### src/hw/rtl/fuot_pkg.sv
package fuot_pkg;

	// default table size
	localparam int MAX_ENTRIES_DEF = 8;

	// depth of the queue between front and back
	localparam int QDEPTH = 2;

	// configuration register reset values
	localparam logic [7:0] UNIT_KIND_RST = 8'd0;
	localparam logic [7:0] LATENCY_RST   = 8'd1;
	localparam logic [3:0] CAPACITY_RST  = 4'd8;

	// register indexes on the configuration port
	localparam logic [1:0] REG_UNIT_KIND = 2'd0;
	localparam logic [1:0] REG_LATENCY   = 2'd1;
	localparam logic [1:0] REG_CAPACITY  = 2'd2;

	typedef enum logic [1:0] {
		OP_OFFER  = 2'd0,
		OP_TICK   = 2'd1,
		OP_REMOVE = 2'd2
	} op_t;

	typedef enum logic [1:0] {
		RPL_OFFER  = 2'd0,
		RPL_TICK   = 2'd1,
		RPL_REMOVE = 2'd2
	} reply_t;

	typedef enum logic [1:0] {
		BS_IDLE,
		BS_SCAN,
		BS_FIN
	} bstate_t;

	// classified word handed from front to back
	typedef struct packed {
		op_t         op;
		logic [15:0] tag;
		logic        offer_ok;
		logic [31:0] cycle;
	} word_t;

	// one result word
	typedef struct packed {
		reply_t      reply_kind;
		logic        accepted;
		logic        has_completion;
		logic [15:0] done_tag;
		logic [31:0] done_cycle;
		logic [3:0]  occupancy;
		logic        full_res;
		logic        last;
	} res_t;

endpackage

### src/hw/rtl/functional_unit_occupancy_tracker.sv
// Channel  | Direction | Handshake                        | Word
// ---------+-----------+----------------------------------+------------------------------------
// command  | in        | start high, busy low             | op, tag, inst_kind, already_issued,
//          |           |                                  | cycle
// result   | out       | strobe high for one cycle        | reply_kind, accepted, has_completion,
//          |           |                                  | done_tag, done_cycle, occupancy,
//          |           |                                  | full_res, last
// config   | in        | APB write, psel penable pwrite   | paddr, pwdata; prdata on read
//
// An offer is settled in the execution side as it is popped, and its reply passes from the
// taken command through the front register, the queue and the result register.
// A tick or remove goes through the execution side in order: the pop, a scan that rotates
// every table slot past the head, and a closing state.
// busy rises only when the two-word queue and the front register are both full.
// Reset empties the table and the queue and restores the registers to their defaults.
// Results leave at most one per cycle; the receiver cannot stall them.
module functional_unit_occupancy_tracker #(
	parameter int MAX_ENTRIES = fuot_pkg::MAX_ENTRIES_DEF
) (
	input  logic              clk,
	input  logic              arst_n,
	input  logic              start,
	output logic              busy,
	input  logic [1:0]        op,
	input  logic [15:0]       tag,
	input  logic signed [7:0] inst_kind,
	input  logic              already_issued,
	input  logic [31:0]       cycle,
	output logic              strobe,
	output logic [1:0]        reply_kind,
	output logic              accepted,
	output logic              has_completion,
	output logic [15:0]       done_tag,
	output logic [31:0]       done_cycle,
	output logic [3:0]        occupancy,
	output logic              full_res,
	output logic              last,
	input  logic              psel,
	input  logic              penable,
	input  logic              pwrite,
	input  logic [3:0]        paddr,
	input  logic [31:0]       pwdata,
	output logic [31:0]       prdata,
	output logic              pready
);
	import fuot_pkg::*;

	localparam int CNT_W = $clog2(MAX_ENTRIES + 1);
	localparam int EW    = (CNT_W > 4) ? CNT_W : 4;

	logic [7:0]       unit_kind_q;
	logic [7:0]       latency_q;
	logic [3:0]       capacity_q;
	logic [EW-1:0]    cap_ext;
	logic [EW-1:0]    eff_ext;
	logic [CNT_W-1:0] eff_cap;
	logic             cfg_wr;

	logic             f_valid;
	logic             f_ready;
	word_t            f_word;
	logic             b_valid;
	logic             b_ready;
	word_t            b_word;
	logic             r_valid;
	res_t             r_word;

	// register file
	assign pready = 1'b1;
	assign cfg_wr = psel && penable && pwrite && pready;

	always_ff @(posedge clk or negedge arst_n) begin
		if (!arst_n) begin
			unit_kind_q <= UNIT_KIND_RST;
			latency_q   <= LATENCY_RST;
			capacity_q  <= CAPACITY_RST;
		end else if (cfg_wr) begin
			unique case (paddr[3:2])
				REG_UNIT_KIND: unit_kind_q <= pwdata[7:0];
				REG_LATENCY:   latency_q   <= pwdata[7:0];
				REG_CAPACITY:  capacity_q  <= pwdata[3:0];
				default: begin
				end
			endcase
		end
	end

	always_comb begin
		unique case (paddr[3:2])
			REG_UNIT_KIND: prdata = {24'd0, unit_kind_q};
			REG_LATENCY:   prdata = {24'd0, latency_q};
			REG_CAPACITY:  prdata = {28'd0, capacity_q};
			default:       prdata = 32'd0;
		endcase
	end

	// clamp the usable capacity to the table size
	assign cap_ext = EW'(capacity_q);
	assign eff_ext = (cap_ext > EW'(MAX_ENTRIES)) ? EW'(MAX_ENTRIES) : cap_ext;
	assign eff_cap = CNT_W'(eff_ext);

	fuot_front u_front (
		.clk            (clk),
		.arst_n         (arst_n),
		.start          (start),
		.busy           (busy),
		.op             (op),
		.tag            (tag),
		.inst_kind      (inst_kind),
		.already_issued (already_issued),
		.cycle          (cycle),
		.unit_kind      (unit_kind_q),
		.push_valid     (f_valid),
		.push_ready     (f_ready),
		.push_word      (f_word)
	);

	fuot_queue u_queue (
		.clk        (clk),
		.arst_n     (arst_n),
		.push_valid (f_valid),
		.push_ready (f_ready),
		.push_word  (f_word),
		.pop_valid  (b_valid),
		.pop_ready  (b_ready),
		.pop_word   (b_word)
	);

	fuot_back #(
		.MAX_ENTRIES (MAX_ENTRIES)
	) u_back (
		.clk       (clk),
		.arst_n    (arst_n),
		.pop_valid (b_valid),
		.pop_ready (b_ready),
		.pop_word  (b_word),
		.latency   (latency_q),
		.eff_cap   (eff_cap),
		.res_valid (r_valid),
		.res       (r_word)
	);

	// unpack the result word
	assign strobe         = r_valid;
	assign reply_kind     = r_word.reply_kind;
	assign accepted       = r_word.accepted;
	assign has_completion = r_word.has_completion;
	assign done_tag       = r_word.done_tag;
	assign done_cycle     = r_word.done_cycle;
	assign occupancy      = r_word.occupancy;
	assign full_res       = r_word.full_res;
	assign last           = r_word.last;

	// offer and remove replies are single words
	assert property (@(posedge clk) disable iff (!arst_n)
		strobe && (reply_kind != RPL_TICK) |-> last)
		else $error("non-tick reply without last");

	// only tick reports name a finished instruction
	assert property (@(posedge clk) disable iff (!arst_n)
		strobe && has_completion |-> (reply_kind == RPL_TICK) && !accepted)
		else $error("completion outside a tick report");

	// a report without completion carries no tag or cycle
	assert property (@(posedge clk) disable iff (!arst_n)
		strobe && !has_completion |-> (done_tag == 16'd0) && (done_cycle == 32'd0))
		else $error("stray completion payload");

	// busy only while the front holds a word the queue refuses
	assert property (@(posedge clk) disable iff (!arst_n)
		busy |-> f_valid && !f_ready)
		else $error("busy without a held word");

endmodule

### src/hw/rtl/fuot_front.sv
module fuot_front (
	input  logic              clk,
	input  logic              arst_n,
	input  logic              start,
	output logic              busy,
	input  logic [1:0]        op,
	input  logic [15:0]       tag,
	input  logic signed [7:0] inst_kind,
	input  logic              already_issued,
	input  logic [31:0]       cycle,
	input  logic [7:0]        unit_kind,
	output logic              push_valid,
	input  logic              push_ready,
	output fuot_pkg::word_t   push_word
);
	import fuot_pkg::*;

	logic        valid_s1;
	word_t       word_s1;
	logic        accept;
	logic        known;
	logic [8:0]  kind_mag;
	word_t       word_d;

	assign busy       = valid_s1 && !push_ready;
	assign accept     = start && !busy;
	assign push_valid = valid_s1;
	assign push_word  = word_s1;

	// take the magnitude of the signed kind; minus 128 gives 128
	assign kind_mag = inst_kind[7] ? (9'd256 - {1'b0, inst_kind}) : {1'b0, inst_kind};

	// classify the incoming word; the unused op code is dropped here
	always_comb begin
		word_d.op       = OP_OFFER;
		word_d.tag      = tag;
		word_d.offer_ok = (kind_mag == {1'b0, unit_kind}) && !already_issued;
		word_d.cycle    = cycle;
		known           = 1'b0;
		unique case (op)
			OP_OFFER: begin
				word_d.op = OP_OFFER;
				known     = 1'b1;
			end
			OP_TICK: begin
				word_d.op = OP_TICK;
				known     = 1'b1;
			end
			OP_REMOVE: begin
				word_d.op = OP_REMOVE;
				known     = 1'b1;
			end
			default: begin
				known = 1'b0;
			end
		endcase
	end

	// hold the classified word until the queue takes it
	always_ff @(posedge clk or negedge arst_n) begin
		if (!arst_n) begin
			valid_s1 <= 1'b0;
		end else begin
			if (valid_s1 && push_ready) begin
				valid_s1 <= 1'b0;
			end
			if (accept && known) begin
				valid_s1 <= 1'b1;
			end
		end
	end

	always_ff @(posedge clk) begin
		if (accept && known) begin
			word_s1 <= word_d;
		end
	end

endmodule

### src/hw/rtl/fuot_queue.sv
module fuot_queue (
	input  logic            clk,
	input  logic            arst_n,
	input  logic            push_valid,
	output logic            push_ready,
	input  fuot_pkg::word_t push_word,
	output logic            pop_valid,
	input  logic            pop_ready,
	output fuot_pkg::word_t pop_word
);
	import fuot_pkg::*;

	localparam int QA_W = (QDEPTH > 1) ? $clog2(QDEPTH) : 1;
	localparam int QC_W = $clog2(QDEPTH + 1);

	word_t           slot_q [QDEPTH];
	logic [QA_W-1:0] wr_q;
	logic [QA_W-1:0] rd_q;
	logic [QC_W-1:0] fill_q;
	logic            do_push;
	logic            do_pop;

	assign push_ready = fill_q < QC_W'(QDEPTH);
	assign pop_valid  = fill_q != '0;
	assign pop_word   = slot_q[rd_q];
	assign do_push    = push_valid && push_ready;
	assign do_pop     = pop_valid && pop_ready;

	// advance pointers and fill level
	always_ff @(posedge clk or negedge arst_n) begin
		if (!arst_n) begin
			wr_q   <= '0;
			rd_q   <= '0;
			fill_q <= '0;
		end else begin
			if (do_push) begin
				wr_q <= (wr_q == QA_W'(QDEPTH - 1)) ? '0 : wr_q + 1'b1;
			end
			if (do_pop) begin
				rd_q <= (rd_q == QA_W'(QDEPTH - 1)) ? '0 : rd_q + 1'b1;
			end
			if (do_push && !do_pop) begin
				fill_q <= fill_q + 1'b1;
			end else if (do_pop && !do_push) begin
				fill_q <= fill_q - 1'b1;
			end
		end
	end

	always_ff @(posedge clk) begin
		if (do_push) begin
			slot_q[wr_q] <= push_word;
		end
	end

endmodule

### src/hw/rtl/fuot_back.sv
module fuot_back #(
	parameter int MAX_ENTRIES = fuot_pkg::MAX_ENTRIES_DEF,
	localparam int CNT_W = $clog2(MAX_ENTRIES + 1)
) (
	input  logic              clk,
	input  logic              arst_n,
	input  logic              pop_valid,
	output logic              pop_ready,
	input  fuot_pkg::word_t   pop_word,
	input  logic [7:0]        latency,
	input  logic [CNT_W-1:0]  eff_cap,
	output logic              res_valid,
	output fuot_pkg::res_t    res
);
	import fuot_pkg::*;

	bstate_t          state_q;
	bstate_t          state_d;
	logic [CNT_W-1:0] k_q;
	logic [CNT_W-1:0] count_q;
	logic [CNT_W-1:0] count_d;
	logic [CNT_W-1:0] pos_q;
	op_t              cur_op_q;
	logic [15:0]      cur_tag_q;
	logic [31:0]      cur_cycle_q;
	logic             found_q;
	logic             pend_q;
	logic [15:0]      pend_tag_q;

	logic [15:0]      tag_q [MAX_ENTRIES];
	logic [7:0]       rem_q [MAX_ENTRIES];
	logic [MAX_ENTRIES-1:0] done_q;

	res_t             res_q;
	logic             res_valid_q;
	res_t             res_d;
	logic             emit;

	logic             pop;
	logic             offer_take;
	logic             live;
	logic             is_tick;
	logic [7:0]       rem_dec;
	logic [7:0]       head_rem_new;
	logic             newly;
	logic             match;
	logic             scan_end;
	logic             shrink;

	assign res_valid = res_valid_q;
	assign res       = res_q;

	// look at the table head; the scan rotates the whole table once
	assign live         = k_q < count_q;
	assign is_tick      = cur_op_q == OP_TICK;
	assign rem_dec      = (rem_q[0] != 8'd0) ? rem_q[0] - 8'd1 : rem_q[0];
	assign head_rem_new = (is_tick && live) ? rem_dec : rem_q[0];
	assign newly        = is_tick && live && (rem_dec == 8'd0) && !done_q[0];
	assign match        = !is_tick && live && !found_q && (tag_q[0] == cur_tag_q);
	assign scan_end     = k_q == CNT_W'(MAX_ENTRIES - 1);

	// next state, queue pop and result word
	always_comb begin
		state_d    = state_q;
		pop        = 1'b0;
		offer_take = 1'b0;
		shrink     = 1'b0;
		emit       = 1'b0;
		count_d    = count_q;
		res_d.reply_kind     = RPL_TICK;
		res_d.accepted       = 1'b0;
		res_d.has_completion = 1'b0;
		res_d.done_tag       = 16'd0;
		res_d.done_cycle     = 32'd0;
		res_d.last           = 1'b1;
		unique case (state_q)
			BS_IDLE: begin
				pop = pop_valid;
				if (pop_valid) begin
					unique case (pop_word.op)
						OP_OFFER: begin
							offer_take = pop_word.offer_ok && (count_q < eff_cap);
							if (offer_take) begin
								count_d = count_q + 1'b1;
							end
							emit             = 1'b1;
							res_d.reply_kind = RPL_OFFER;
							res_d.accepted   = offer_take;
						end
						OP_TICK, OP_REMOVE: begin
							state_d = BS_SCAN;
						end
						default: begin
							state_d = BS_IDLE;
						end
					endcase
				end
			end
			BS_SCAN: begin
				// a new completion releases the one held before it
				if (newly && pend_q) begin
					emit                 = 1'b1;
					res_d.has_completion = 1'b1;
					res_d.done_tag       = pend_tag_q;
					res_d.done_cycle     = cur_cycle_q;
					res_d.last           = 1'b0;
				end
				if (scan_end) begin
					state_d = BS_FIN;
				end
			end
			BS_FIN: begin
				emit = 1'b1;
				if (is_tick) begin
					if (pend_q) begin
						res_d.has_completion = 1'b1;
						res_d.done_tag       = pend_tag_q;
						res_d.done_cycle     = cur_cycle_q;
					end
				end else begin
					res_d.reply_kind = RPL_REMOVE;
					res_d.accepted   = found_q;
					shrink           = found_q;
					if (found_q) begin
						count_d = count_q - 1'b1;
					end
				end
				state_d = BS_IDLE;
			end
			default: begin
				state_d = BS_IDLE;
			end
		endcase
		res_d.occupancy = 4'(count_d);
		res_d.full_res  = count_d >= eff_cap;
	end

	assign pop_ready = pop;

	always_ff @(posedge clk or negedge arst_n) begin
		if (!arst_n) begin
			state_q <= BS_IDLE;
		end else begin
			state_q <= state_d;
		end
	end

	// control registers
	always_ff @(posedge clk or negedge arst_n) begin
		if (!arst_n) begin
			k_q         <= '0;
			count_q     <= '0;
			found_q     <= 1'b0;
			pend_q      <= 1'b0;
			res_valid_q <= 1'b0;
		end else begin
			res_valid_q <= emit;
			count_q     <= count_d;
			if (pop) begin
				k_q     <= '0;
				found_q <= 1'b0;
				pend_q  <= 1'b0;
			end else if (state_q == BS_SCAN) begin
				k_q <= k_q + 1'b1;
				if (newly) begin
					pend_q <= 1'b1;
				end
				if (match) begin
					found_q <= 1'b1;
				end
			end
		end
	end

	// done bits: clear on append, rotate on scan, close the gap on remove
	always_ff @(posedge clk or negedge arst_n) begin
		if (!arst_n) begin
			done_q <= '0;
		end else begin
			if (offer_take) begin
				for (int j = 0; j < MAX_ENTRIES; j++) begin
					if (CNT_W'(j) == count_q) begin
						done_q[j] <= 1'b0;
					end
				end
			end else if (state_q == BS_SCAN) begin
				for (int j = 0; j < MAX_ENTRIES - 1; j++) begin
					done_q[j] <= done_q[j+1];
				end
				done_q[MAX_ENTRIES-1] <= done_q[0] || newly;
			end else if (shrink) begin
				for (int j = 0; j < MAX_ENTRIES - 1; j++) begin
					if (CNT_W'(j) >= pos_q) begin
						done_q[j] <= done_q[j+1];
					end
				end
			end
		end
	end

	// tags and countdowns follow the same moves
	always_ff @(posedge clk) begin
		if (offer_take) begin
			for (int j = 0; j < MAX_ENTRIES; j++) begin
				if (CNT_W'(j) == count_q) begin
					tag_q[j] <= pop_word.tag;
					rem_q[j] <= latency;
				end
			end
		end else if (state_q == BS_SCAN) begin
			for (int j = 0; j < MAX_ENTRIES - 1; j++) begin
				tag_q[j] <= tag_q[j+1];
				rem_q[j] <= rem_q[j+1];
			end
			tag_q[MAX_ENTRIES-1] <= tag_q[0];
			rem_q[MAX_ENTRIES-1] <= head_rem_new;
		end else if (shrink) begin
			for (int j = 0; j < MAX_ENTRIES - 1; j++) begin
				if (CNT_W'(j) >= pos_q) begin
					tag_q[j] <= tag_q[j+1];
					rem_q[j] <= rem_q[j+1];
				end
			end
		end
	end

	// latch the current word and scan marks
	always_ff @(posedge clk) begin
		if (pop) begin
			cur_op_q    <= pop_word.op;
			cur_tag_q   <= pop_word.tag;
			cur_cycle_q <= pop_word.cycle;
		end
		if (state_q == BS_SCAN && newly) begin
			pend_tag_q <= tag_q[0];
		end
		if (state_q == BS_SCAN && match) begin
			pos_q <= k_q;
		end
		if (emit) begin
			res_q <= res_d;
		end
	end

endmodule

### config.mk
export PLATFORM = sky130hd
export DESIGN_NAME = functional_unit_occupancy_tracker
export DESIGN_NICKNAME = d
export VERILOG_FILES = /design/src/hw/rtl/fuot_pkg.sv /design/src/hw/rtl/functional_unit_occupancy_tracker.sv /design/src/hw/rtl/fuot_front.sv /design/src/hw/rtl/fuot_queue.sv /design/src/hw/rtl/fuot_back.sv
export SDC_FILE = /design/constraint.sdc
export NUM_CORES = 1
export LEC_CHECK = 0
export ABC_AREA = 0
export BUFFER_PORTS_ARGS = -buffer_cell sky130_fd_sc_hd__buf_4
export CAP_MARGIN = 20
export CORE_UTILIZATION = 55
export CTS_CLUSTER_DIAMETER = 30
export DETAILED_ROUTE_END_ITERATION = 7
export PLACE_DENSITY = 0.86
export SETUP_SLACK_MARGIN = 0.02
export SYNTH_ARGS = -nofsm -noshare
export SYNTH_HDL_FRONTEND = slang
export SYNTH_SLANG_ARGS = --single-unit
export TNS_END_PERCENT = 30
### constraint.sdc
create_clock -name clk -period 17.4 [get_ports clk]
set_input_delay 1.74 -clock clk [delete_from_list [all_inputs] [get_ports clk]]
set_output_delay 1.74 -clock clk [all_outputs]
set_load 0.01 [all_outputs]
# After elaboration in Yosys (flattened, before gate mapping)
# Memories as Yosys holds them, arrays and structs flattened.
# Index checks and enable logic that the tools add are counted.
# totals
regBits	225
ram_bits	294
inputBits	101
output_inout_bits	93
word_cells	352
memories	3
# mem_list
name	words	width	rd	rd_clocked_by_memory_dff	write_ports	line	source
u_back.tag_q	8	16	8	0	8	fuot_back.sv:30	logic [15:0] tag_q [MAX_ENTRIES];
u_queue.slot_q	2	51	1	0	1	fuot_queue.sv:16	word_t slot_q [QDEPTH];
u_back.rem_q	8	8	8	0	8	fuot_back.sv:31	logic [7:0] rem_q [MAX_ENTRIES];
# op_classes
n_addsub	9
magnitude_cmp	12
eq_ne	30
n_mux	163
n_bitwise	30
reduce_logical	67
# op_table
operator	count
two-way mux 16 bit	15
two-way mux 49 bit	3
two-way mux 8 bit	18
two-way mux 1 bit	101
case mux 49 bit (2 select lines)	1
two-way mux 4 bit	8
bitwise OR 1 bit	30
case mux 8 bit (3 select lines)	1
AND reduction 3 bit	8
nonzero test 3 bit	8
logical AND 1 bit	20
!= test 2 bit, second input constant	9
equality test 16 bit	1
equality test 3 x 4 -> 1 bit, first input constant	4
two-way mux 7 bit	2
nonzero test 2 bit	7
>= comparator 3 x 4 -> 1 bit, first input constant	3
case mux 2 bit (2 select lines)	3
AND reduction 2 bit	6
equality test 2 x 1 -> 1 bit, second input constant	5
two-way mux 2 bit	5
equality test 9 x 8 -> 1 bit	1
two-way mux 9 bit	1
subtractor 9 x 8 -> 9 bit, first input constant	1
29 further kinds	50

# Logic depth before layout (Yosys ltp)
# Gate-level depths: netlist (run 1).
# depth
depth_word	11
mapped_depth	17

# Hierarchy
# Synthesis (run 1) repeated with hierarchy kept, for this count alone.
# hier_totals
hier_cells	1461
area_unflattened_um2	21553.2
# by_module_without_submodules
module	instances	cells_per_inst	area_each_um2	seq_area_each_um2
fuot_back	1	1093	14383.8	10134.7
fuot_queue	1	176	4125.2	3163.0
fuot_front	1	93	1869.3	1556.5
functional_unit_occupancy_tracker	1	99	1174.9	503.0

# Worst setup path before layout (run 1)
# Ideal clock, no wire load.
# synth_path
path_type	register -> register
start	register u_back.state_q[0]
end	register u_back.res_q, in the netlist u_back.res[0], enable pin
t_arrival_ns	5.593
path_slack_ns	11.297
path_stages_with_launch	8
n_path_buf	1
synth_period_minus_slack_ns	6.103
cell_sequence	dfrtp_1 > inv_1 > ha_1 > clkbuf_1 > o21ai_1 > inv_1 > nand2_1 > a31oi_1
# synth_via
elab_chain_len	2
# synth_lines
element	line	source
from (decl)	fuot_back.sv:17	bstate_t state_q;
from (signal assigned)	fuot_back.sv:144	state_q <= state_d;
equality test 2 bit (tied with other cells)	fuot_back.sv:76	unique case (state_q)
case mux 1 bit (3 select lines) (*)	fuot_back.sv:76	
via u_back.emit	fuot_back.sv:37	logic emit;
to (signal assigned)	fuot_back.sv:241	res_q <= res_d;
to (decl)	fuot_back.sv:34	res_t res_q;
# The timed path passes the listed nets; every way through them passes the cells marked *.
# A chain may end at the register's enable or synchronous reset.

# Worst setup path after layout (run 1)
# layout_path
start	input port paddr[2]
end	output port prdata[2]
# layout_via
elab_chain_len	2
# layout_lines
element	line	source
from (decl)	functional_unit_occupancy_tracker.sv:41	input logic [3:0] paddr,
equality test 2 bit (tied with other cells)	functional_unit_occupancy_tracker.sv:89	unique case (paddr[3:2])
case mux 8 bit (3 select lines) (*)	functional_unit_occupancy_tracker.sv:89	
to (decl)	functional_unit_occupancy_tracker.sv:43	output logic [31:0] prdata,
# Every way passes the cells marked *; elsewhere a longest branch is shown, timed or not.

==> results of run 1 <==
registers in the layout, summed over array words and instances, names as in the netlist, 2 cells and up:
register and flops:
u_front.push_word 51, cap_ext 4, u_back.state_q 2, unit_kind_q 8, u_back.k_q 4, u_back.cur_cycle_q 32, u_back.count_q 4, u_back.rem_q 64
u_back.pos_q 4, u_back.cur_tag_q 16, u_back.pend_tag_q 16, u_queue.fill_q 2, u_queue.slot_q 102, u_back.res 58, u_back.tag_q 128, latency_q 8
u_back.done_q 8, u_back.cur_op_q 2
per-layer routing:
layer | track usage, % | wire length (um)
met1 | 31.9 | 18500
met2 | 41.3 | 23500
met3 | 5.74 | 4220
met4 | 9.88 | 1330
met5 | 0 | 0
stage by stage:
stage	hold slack, ps	utilization (%)	cells	area [um^2]
6_report	441	69.7	2201	26300
3_3_place_gp	422	60.1	2017	22700
3_5_place_dp	430	60.2	2018	22700
4_1_cts	440	69.6	2200	26300
2_1_floorplan	421	-	1438	21200
5_1_grt	445	69.7	2201	26300
cell type report:
class                      count  area (um^2)
clock buffer                 108         2550
tap                          511          639
timing repair buffer         166         1270
sequential                   519        15400
fill                        2395        11400
clock inverter                74         1020
multi-input combinational    752         5210
inverter                      71          267
power by group through the flow:
stage	combinational (uW)	sequential, uW	clock, uW
2_1_floorplan	799	2130	0
6_report	1230	2190	2010
5_1_grt	1330	2230	2090
4_1_cts	1210	2190	2030
3_3_place_gp	1130	2180	0
3_5_place_dp	1180	2200	0
path summary, 6_finish.rpt:
check	startpoint	to	slack, ps
setup / recovery	paddr[2]	prdata[2]	13060
hold / removal	u_front.push_word[26]	u_queue.slot_q[1][26]	440
setup reg to reg	u_queue.rd_q	u_back.res[1]	13230
hold reg to reg	u_front.push_word[26]	u_queue.slot_q[1][26]	440
max in group asynchronous	arst_n	u_queue.rd_q	15780
min in group asynchronous	arst_n	unit_kind_q[4]	1130
logic make-up after synthesis:
family                     count (synthesis)  synth area share (%)
DFF                                      519                  72.6
and+or+nand+nor                          302                  7.04
AOI/OAI and AO/OA                        262                  8.60
buffers and inverters                    167                  3.60
muxes                                     98                  4.99
xor gates and xnor gates                  40                  1.66
adders and majority gates                 25                  1.48
other                                      2                0.0355
critical path: cells and delay by family:
kind / cells / cell delay, ps
AO/OA/AOI/OAI: 1 / 130
AND/OR/NAND/NOR: 2 / 390
buffers and inverters: 2 / 330
placed cells by master (no fill, tap or decap), types with 21 or more instances in the layout:
cell,n
sky130_fd_sc_hd__a21oi_1,37
sky130_fd_sc_hd__a22o_1,74
sky130_fd_sc_hd__buf_4,165
sky130_fd_sc_hd__clkbuf_16,99
sky130_fd_sc_hd__conb_1,25
sky130_fd_sc_hd__dfrtp_1,43
sky130_fd_sc_hd__edfxtp_1,473
sky130_fd_sc_hd__ha_1,25
sky130_fd_sc_hd__inv_1,70
sky130_fd_sc_hd__mux2_2,60
sky130_fd_sc_hd__mux2i_1,37
sky130_fd_sc_hd__nand2_1,101
sky130_fd_sc_hd__nor2_1,76
sky130_fd_sc_hd__nor2b_1,49
sky130_fd_sc_hd__o21ai_0,64
sky130_fd_sc_hd__xnor2_1,21
==> results.json, run 1 <==
{
  "run_status": "finished, final reports clean",
  "drt-total-wl_um": 47500,
  "most_frequently_used_cell_type_in_the_post_synthesis_netlist": "sky130_fd_sc_hd__edfxtp_1",
  "die-area_um2": 39300,
  "worst-r2r-cell-count": 14,
  "clk_latency_ps": 620,
  "internal_power_uw": 3760,
  "final_layout_size_suffix_gt1_share_pct": 25.3,
  "maxSlewHeadroom_pct": 27.4,
  "report.final.hold_viol_count": 0,
  "track_usage_pct": 24.9,
  "critPathLaunchType": "input port",
  "drtPass1Iterations": 5,
  "synth_edf_count": 473,
  "postSynthRegisterBits": 519,
  "port_buffers": 142,
  "switching_power_uw": 1680,
  "worst_pin_slew_ps": 1090,
  "areaGrowthSynthToFinish_pct": 24.4,
  "die_x_um": 198,
  "grt_setup_unrepaired": "false",
  "fin_worst_skew_ps": 24.3,
  "comb_power_share_pct": 22.6,
  "timing.critical_path.slowest_stage_cell": "sky130_fd_sc_hd__nor2b_1",
  "final-setup-viol-count": 0,
  "maxClockFrequency_mhz": 230,
  "timing.hold.worst.class": "reg -> reg",
  "via_per_inst": 5.81,
  "htree_levels": 3,
  "synth_top_area_share_pct": 67.1,
  "netlist.top_cell.by_area": "sky130_fd_sc_hd__edfxtp_1",
  "critPathCaptureType": "primary output",
  "antenna-diode-count": 0,
  "cts_tree": "yes",
  "post-cts-setup-buffers": 0,
  "ys_top_cells_by_area": "sky130_fd_sc_hd__edfxtp_1 (67%), sky130_fd_sc_hd__dfrtp_1 (5.2%), sky130_fd_sc_hd__mux2_2 (3.2%)",
  "postSynthAreaPerCell_um2": 15.0,
  "floorplan.initialDensity_pct": 56.0,
  "gp_routability_congestion": 0.881,
  "post_cts_resized": 0,
  "dpl.hpwl_um": 27500,
  "max-clock-path-buffers": 3,
  "pnr_total_power_uw": 5440,
  "worst-setup-path-type": "in -> out",
  "post_synth_inst_count": 1415,
  "rows": 71,
  "postRouteAntennaNets": 0,
  "drc": 0,
  "pin_count": 194,
  "final_nets": 1733,
  "finalSetupTns_ps": 0,
  "syn-cell-area_um2": 21200,
  "timing.critical_path.cells": "buf_4 -> nor2b_1 -> nand2_1 -> o21ai_0 -> buf_4",
  "root_buffer": "sky130_fd_sc_hd__clkbuf_16",
  "die_span_in_y_um": 198,
  "timing.final.crit_period_ps": 4340,
  "power.sequential.fraction_pct": 40.4,
  "vias_in_the_first_global_route": 13089,
  "power.density_nw_per_um2": 207,
  "cts-buffers-inserted": 97,
  "ys_types": 65,
  "route.vias.total": 12783,
  "max-vdd-ir-drop_mv": 0.149,
  "cts.sink_count": 519,
  "share_of_synthesized_area_occupied_by_flip_flops_and_latches_pct": 72.6,
  "crit_required_ps": 15660,
  "grt_overflow": 0,
  "critical_path_arrival_ps": 2600,
  "path_clk_slew_ps": 50,
  "global_route_wire_length_before_repair_um": 73400,
  "largest_net_degree_at_the_start_of_global_routing": 66,
  "ys.flop_type": "sky130_fd_sc_hd__edfxtp_1",
  "cp_common_cell": "sky130_fd_sc_hd__buf_4",
  "min_path_cells": 0,
  "cp_max_fo": 12,
  "drt-wirelength-per-cell_um": 21.6,
  "timing_max_transition_violations_final": 0,
  "swShare_pct": 30.9,
  "postCtsHoldBufs": 0,
  "yosysWarningCount": 0,
  "clock_power_share_pct": 37.0,
  "p_leak_uw": 0.0100,
  "core_area_um2": 37800,
  "dr.first_iter.drc_count": 1206,
  "number_of_antenna_violations_at_the_first_check_in_global_routing": 0,
  "synth_commonest_cells": "sky130_fd_sc_hd__edfxtp_1 (473), sky130_fd_sc_hd__nand2_1 (101), sky130_fd_sc_hd__nor2_1 (79)",
  "ys_async_sr_fraction_pct": 8.86,
  "max-cap-violations": 0,
  "max_stage_delay_ps": 290,
  "finalWorstSetupSlack_ps": 13060,
  "pre_cts_ws_ps": 13040,
  "min_period_over_period_pct": 24.9
}
No activity file was read; power rests on OpenSTA's default activity.
==> run 2, diff against run 1 <==
--- a/config.mk
+++ b/config.mk
@@ -8,7 +8,7 @@
 export ABC_AREA = 0
 export BUFFER_PORTS_ARGS = -buffer_cell sky130_fd_sc_hd__buf_4
 export CAP_MARGIN = 20
-export CORE_UTILIZATION = 55
+export CORE_UTILIZATION = 53
 export CTS_CLUSTER_DIAMETER = 30
 export DETAILED_ROUTE_END_ITERATION = 7
 export PLACE_DENSITY = 0.86
==> constraint.sdc (replaced) <==
create_clock -name clk -period 3.7 [get_ports clk]
set_input_delay 0.37 -clock clk [delete_from_list [all_inputs] [get_ports clk]]
set_output_delay 0.37 -clock clk [all_outputs]
set_load 0.01 [all_outputs]
==> results.json, run 2 (synthesis gave the netlist of run 1 again) <==
{
  "number_of_antenna_violations_at_the_first_check_in_global_routing": 0,
  "reg2reg_slack_ps": 300,
  "p_leak_uw": 0.0101,
  "root_buffer": "sky130_fd_sc_hd__clkbuf_16",
  "pnr_total_power_uw": 24700,
  "largest_net_degree_at_the_start_of_global_routing": 66,
  "timing.final.crit_period_ps": 3400,
  "critical_path.endpoint": "u_back.tag_q[1][27]",
  "worst-r2r-cell-count": 9,
  "cts.sink_count": 519,
  "floorplan.initialDensity_pct": 54.2,
  "final_nets": 1788,
  "worst-setup-path-type": "reg -> reg",
  "final-setup-viol-count": 0,
  "min_period_over_period_pct": 91.8,
  "post_cts_resized": 0,
  "max-cap-violations": 0,
  "dpl.hpwl_um": 28100,
  "drc": 0,
  "report.final.hold_viol_count": 0,
  "timing.hold.ws_ps": 22.0,
  "grt_overflow": 0,
  "die-area_um2": 40700,
  "path_clk_slew_ps": 60,
  "clk_latency_ps": 610,
  "via_per_inst": 5.78,
  "max-clock-path-buffers": 3,
  "drtPass1Iterations": 5,
  "maxSlewHeadroom_pct": 31.0,
  "timing.hold.worst.class": "in -> reg",
  "route.vias.total": 13040,
  "vias_in_the_first_global_route": 13300,
  "fin_worst_skew_ps": 34.2,
  "crit_start": "u_queue.rd_q",
  "rows": 72,
  "finalWorstSetupSlack_ps": 302,
  "critPathCaptureType": "flip-flop",
  "largest_register_by_flop_count": "u_back.tag_q",
  "critical_path_arrival_ps": 3600,
  "finalSetupTns_ps": 0,
  "drt-total-wl_um": 48200,
  "layout.cells.most_common_list": "sky130_fd_sc_hd__edfxtp_1 (473), sky130_fd_sc_hd__buf_4 (171), sky130_fd_sc_hd__nand2_1 (101)",
  "final_common_cell": "sky130_fd_sc_hd__edfxtp_1",
  "launch_instance_of_the_worst_register_to_register_path": "u_queue.rd_q",
  "postLayoutCellArea_um2": 26500,
  "crit_required_ps": 3910,
  "core_area_um2": 39000,
  "drt-wirelength-per-cell_um": 21.4,
  "largestRegisters": "u_back.tag_q (128), u_queue.slot_q (102), u_back.rem_q (64)",
  "gp_routability_congestion": 0.871,
  "cts_tree": "yes",
  "placed_area_um2": 22900,
  "power.density_nw_per_um2": 930,
  "pin_count": 194,
  "areaGrowthSynthToFinish_pct": 25.4,
  "die_span_in_y_um": 202,
  "run_status": "finished, final reports clean",
  "flip_flop_count_of_the_largest_register_all_copies_and_words_added": 128,
  "cts-buffers-inserted": 89,
  "critPathLaunchType": "flip-flop",
  "grt_setup_unrepaired": "false",
  "port_buffers": 142,
  "maxClockFrequency_mhz": 294,
  "holdCritStartpoint": "pwdata[4]",
  "final_layout_size_suffix_gt1_share_pct": 23.7,
  "postRouteAntennaNets": 0,
  "cp_max_fo": 24,
  "die_x_um": 202,
  "pre_cts_ws_ps": 362,
  "global_route_wire_length_before_repair_um": 73700,
  "max-vdd-ir-drop_mv": 0.556,
  "track_usage_pct": 23.6,
  "dr.first_iter.drc_count": 1353,
  "antenna-diode-count": 0,
  "timing_max_transition_violations_final": 0,
  "timing.rr.end": "u_back.tag_q[1][27]",
  "htree_levels": 3,
  "worst_pin_slew_ps": 1030
}
## run 2: stage by stage
stage / cells / util, %
floorplan: 1438 / -
detailed placement: 2036 / 58.6
finish: 2256 / 68.0
global placement: 2035 / 58.6
global route: 2256 / 68.0
CTS: 2255 / 68.0
## run 2: report_power, final
| part | switching [uW] | total [uW] | leakage, uW | internal, uW |
|---|---|---|---|---|
| combinational | 3830 | 5930 | 0.00353 | 2100 |
| sequential | 950 | 10300 | 0.00508 | 9300 |
| clock | 2910 | 8500 | 0.00152 | 5580 |
| total | 7690 | 24700 | 0.0101 | 17000 |
## run 2: area by class of cell
type | instances | area (um^2)
Tap cell | 518 | 648
Clock inverter | 71 | 898
Clock buffer | 96 | 2250
Fill cell | 2388 | 12500
Inverter | 71 | 270
Timing Repair Buffer | 229 | 1900
Multi-Input combinational cell | 752 | 5210
Sequential cell | 519 | 15400
## run 2: worst min-delay path by stage
stage	end	slack, ps	cells after the start
2_1_floorplan	cap_ext[0]	70	0
6_report	latency_q[4]	20	2
4_1_cts	latency_q[4]	3	2
3_3_place_gp	unit_kind_q[4]	420	1
3_5_place_dp	latency_q[4]	430	1
5_1_grt	unit_kind_q[2]	10	2
## run 2: per-layer routing
layer	vias up	routed length [um]	track usage, %	part of all wire [%]
li1	5759	-	-	-
met1	6386	18300	29.7	38
met2	752	24000	39.6	50
met3	143	4250	4.85	8.8
met4	0	1600	10.3	3.3
met5	-	0	0	0
## run 2: worst max-delay path, cell delays in order, from the launching register on
cell                        delay (ps)
sky130_fd_sc_hd__dfrtp_2           440
sky130_fd_sc_hd__mux2i_1           290
sky130_fd_sc_hd__ha_1              290
sky130_fd_sc_hd__nor2b_1           170
sky130_fd_sc_hd__o2111ai_1         200
sky130_fd_sc_hd__nor2_1            370
sky130_fd_sc_hd__nand2_1           120
sky130_fd_sc_hd__buf_4             180
sky130_fd_sc_hd__a21o_1            180
sky130_fd_sc_hd__inv_1             750
## run 2: timing repair
action,in CTS,in global routing
endpoints found under the hold margin,97,0
hold buffers,52,0
buffers inserted,0,0
==> run 3, diff against run 2 <==
--- a/config.mk
+++ b/config.mk
@@ -6,12 +6,12 @@
 export NUM_CORES = 1
 export LEC_CHECK = 0
 export ABC_AREA = 0
-export BUFFER_PORTS_ARGS = -buffer_cell sky130_fd_sc_hd__buf_4
 export CAP_MARGIN = 20
-export CORE_UTILIZATION = 53
+export CORE_UTILIZATION = 55
 export CTS_CLUSTER_DIAMETER = 30
 export DETAILED_ROUTE_END_ITERATION = 7
-export PLACE_DENSITY = 0.86
+export DONT_BUFFER_PORTS = 1
+export PLACE_DENSITY = 0.84
 export SETUP_SLACK_MARGIN = 0.02
 export SYNTH_ARGS = -nofsm -noshare
 export SYNTH_HDL_FRONTEND = slang
==> results.json, run 3 (synthesis gave the netlist of run 1 again) <==
{
  "dpl.hpwl_um": 27700,
  "route.vias.total": 12421,
  "postLayoutCellArea_um2": 25300,
  "floorplan.initialDensity_pct": 56.0,
  "finalSetupTns_ps": 0,
  "min_period_over_period_pct": 93.5,
  "dr.first_iter.drc_count": 1220,
  "timing.hold.worst.class": "in -> reg",
  "cts-buffers-inserted": 85,
  "path_clk_slew_ps": 60,
  "maxSlewHeadroom_pct": 38.5,
  "p_leak_uw": 0.00935,
  "worst_pin_slew_ps": 923,
  "port_buffers": 0,
  "via_per_inst": 5.90,
  "timing.critical_path.slowest_stage_cell": "sky130_fd_sc_hd__dfstp_2",
  "final-setup-viol-count": 0,
  "core_area_um2": 37800,
  "timing.final.crit_period_ps": 3460,
  "number_of_antenna_violations_at_the_first_check_in_global_routing": 0,
  "track_usage_pct": 24.6,
  "final_common_cell": "sky130_fd_sc_hd__edfxtp_1",
  "cp_max_fo": 6,
  "layout.cells.most_common_list": "sky130_fd_sc_hd__edfxtp_1 (473), sky130_fd_sc_hd__nand2_1 (101), sky130_fd_sc_hd__clkbuf_16 (87)",
  "post_layout_nonfiller_instances": 2106,
  "die-area_um2": 39300,
  "fin_worst_skew_ps": 23.7,
  "report.final.hold_viol_count": 0,
  "timing.critical_path.cells": "inv_1 -> ha_1 -> a2bb2oi_1 -> o2111ai_1 -> nor2_1 -> nand2_1 -> nand2_1 -> o21ai_0 -> ha_1 -> nand2b_1 -> a21oi_1 -> nor2b_1 -> o21ai_0 -> nand2b_1",
  "crit_required_ps": 4040,
  "power.density_nw_per_um2": 937,
  "pre_cts_ws_ps": 235,
  "placed_area_um2": 21800,
  "cts.sink_count": 519,
  "max-clock-path-buffers": 3,
  "path_delay_family": "simple AND/OR/NAND/NOR gates",
  "layout.area.seq_um2": 15400,
  "max-cap-violations": 0,
  "fillCellCount": 2399,
  "drt-total-wl_um": 47200,
  "final_nets": 1652,
  "grt_setup_unrepaired": "false",
  "cts_tree": "yes",
  "critPathLaunchType": "flip-flop",
  "critical_path_arrival_ps": 3800,
  "max-vdd-ir-drop_mv": 0.534,
  "clk_latency_ps": 590,
  "drc": 0,
  "die_x_um": 198,
  "critPathCaptureType": "flip-flop",
  "drtPass1Iterations": 5,
  "grt_overflow": 0,
  "finalWorstSetupSlack_ps": 241,
  "die_span_in_y_um": 198,
  "flip_flop_count_of_the_largest_register_all_copies_and_words_added": 128,
  "post-place-cells": 1887,
  "maxClockFrequency_mhz": 289,
  "worst-setup-path-type": "reg -> reg",
  "global_route_wire_length_before_repair_um": 72500,
  "rows": 71,
  "post_cts_resized": 0,
  "crit_start": "cap_ext[3]",
  "combined_area_of_the_multi_input_logic_cells_um2": 5210,
  "max_stage_delay_ps": 580,
  "antenna-diode-count": 0,
  "final_layout_size_suffix_gt1_share_pct": 16.6,
  "root_buffer": "sky130_fd_sc_hd__clkbuf_16",
  "run_status": "finished, final reports clean",
  "timing_max_transition_violations_final": 0,
  "vias_in_the_first_global_route": 12885,
  "drt-wirelength-per-cell_um": 22.4,
  "largestRegisters": "u_back.tag_q (128), u_queue.slot_q (102), u_back.rem_q (64)",
  "postRouteAntennaNets": 0,
  "htree_levels": 3,
  "buffering_stage_count_on_the_worst_path_with_inverters_included": 1,
  "areaGrowthSynthToFinish_pct": 19.4,
  "holdCritStartpoint": "op[1]",
  "launch_instance_of_the_worst_register_to_register_path": "cap_ext[3]",
  "largest_net_degree_at_the_start_of_global_routing": 49,
  "largest_register_by_flop_count": "u_back.tag_q",
  "pin_count": 194,
  "gp_routability_congestion": 0.881
}
-- run 3: changes by cell type in the layout (fill, tap and decap cells not counted), moves of 3 or more --
cell | previous run | this run
sky130_fd_sc_hd__buf_4 | 171 | 30
sky130_fd_sc_hd__bufinv_16 | 16 | 9
sky130_fd_sc_hd__clkbuf_1 | 7 | 10
sky130_fd_sc_hd__clkinv_1 | 16 | 10
sky130_fd_sc_hd__clkinv_2 | 10 | 13
sky130_fd_sc_hd__dlygate4sd3_1 | 52 | 60
-- run 3: cell type report --
| type | instances | area share [%] |
|---|---|---|
| inverter | 71 | 1.07 |
| sequential | 519 | 60.8 |
| timing repair buffer | 97 | 3.76 |
| clock inverter | 58 | 2.39 |
| multi-input combinational | 752 | 20.6 |
| tap | 511 | 2.53 |
| clock buffer | 98 | 8.82 |
-- run 3: worst register-to-register path: stages, from the launching register on --
cell and delay, ps:
sky130_fd_sc_hd__dfstp_2 580, sky130_fd_sc_hd__inv_1 90, sky130_fd_sc_hd__ha_1 340, sky130_fd_sc_hd__a2bb2oi_1 170, sky130_fd_sc_hd__o2111ai_1 240, sky130_fd_sc_hd__nor2_1 360, sky130_fd_sc_hd__nand2_1 280, sky130_fd_sc_hd__nand2_1 180
sky130_fd_sc_hd__o21ai_0 100, sky130_fd_sc_hd__ha_1 280, sky130_fd_sc_hd__nand2b_1 140, sky130_fd_sc_hd__a21oi_1 150, sky130_fd_sc_hd__nor2b_1 60, sky130_fd_sc_hd__o21ai_0 170, sky130_fd_sc_hd__nand2b_1 80
-- run 3: power breakdown --
group / total, uW / internal, uW / leakage [uW] / switching (uW)
sequential: 10400 / 9310 / 0.00508 / 1080
clock: 7770 / 4980 / 0.00137 / 2790
combinational: 5510 / 1890 / 0.00290 / 3620
-- run 3: metal layers --
metal  part of all wire, %  up-vias  GRT usage [%]
met5                     0        -              0
met4                   2.8        0           10.2
met3                   9.6      116           6.47
met2                    49      740           40.5
met1                    38     6096           30.8
li1                      -     5469              -
-- run 3: timing repair --
item | in CTS | in global routing
hold endpoints to repair | 117 | 0
buffers inserted | 0 | 0
hold buffers | 61 | 0
-- run 3: worst paths after layout --
path / to / slack [ps] / depth (start not counted)
max: u_back.res[1] / 240 / 14
min: u_front.push_word[50] / 30 / 1
max reg2reg: u_back.res[1] / 240 / 14
min reg2reg: u_queue.slot_q[1][43] / 450 / 0
max in group asynchronous: cap_ext[3] / 3110 / 2
min in group asynchronous: latency_q[4] / 300 / 2
-- run 3: per-stage QoR --
step	power [uW]	utilization [%]	hold WS (ps)
3_3_place_gp	15300	57.7	76.0
6_report	23700	66.9	26.7
3_5_place_dp	15600	57.7	76.0
5_1_grt	24600	66.9	13.9
4_1_cts	23600	66.8	23.4
2_1_floorplan	13800	-	74.4
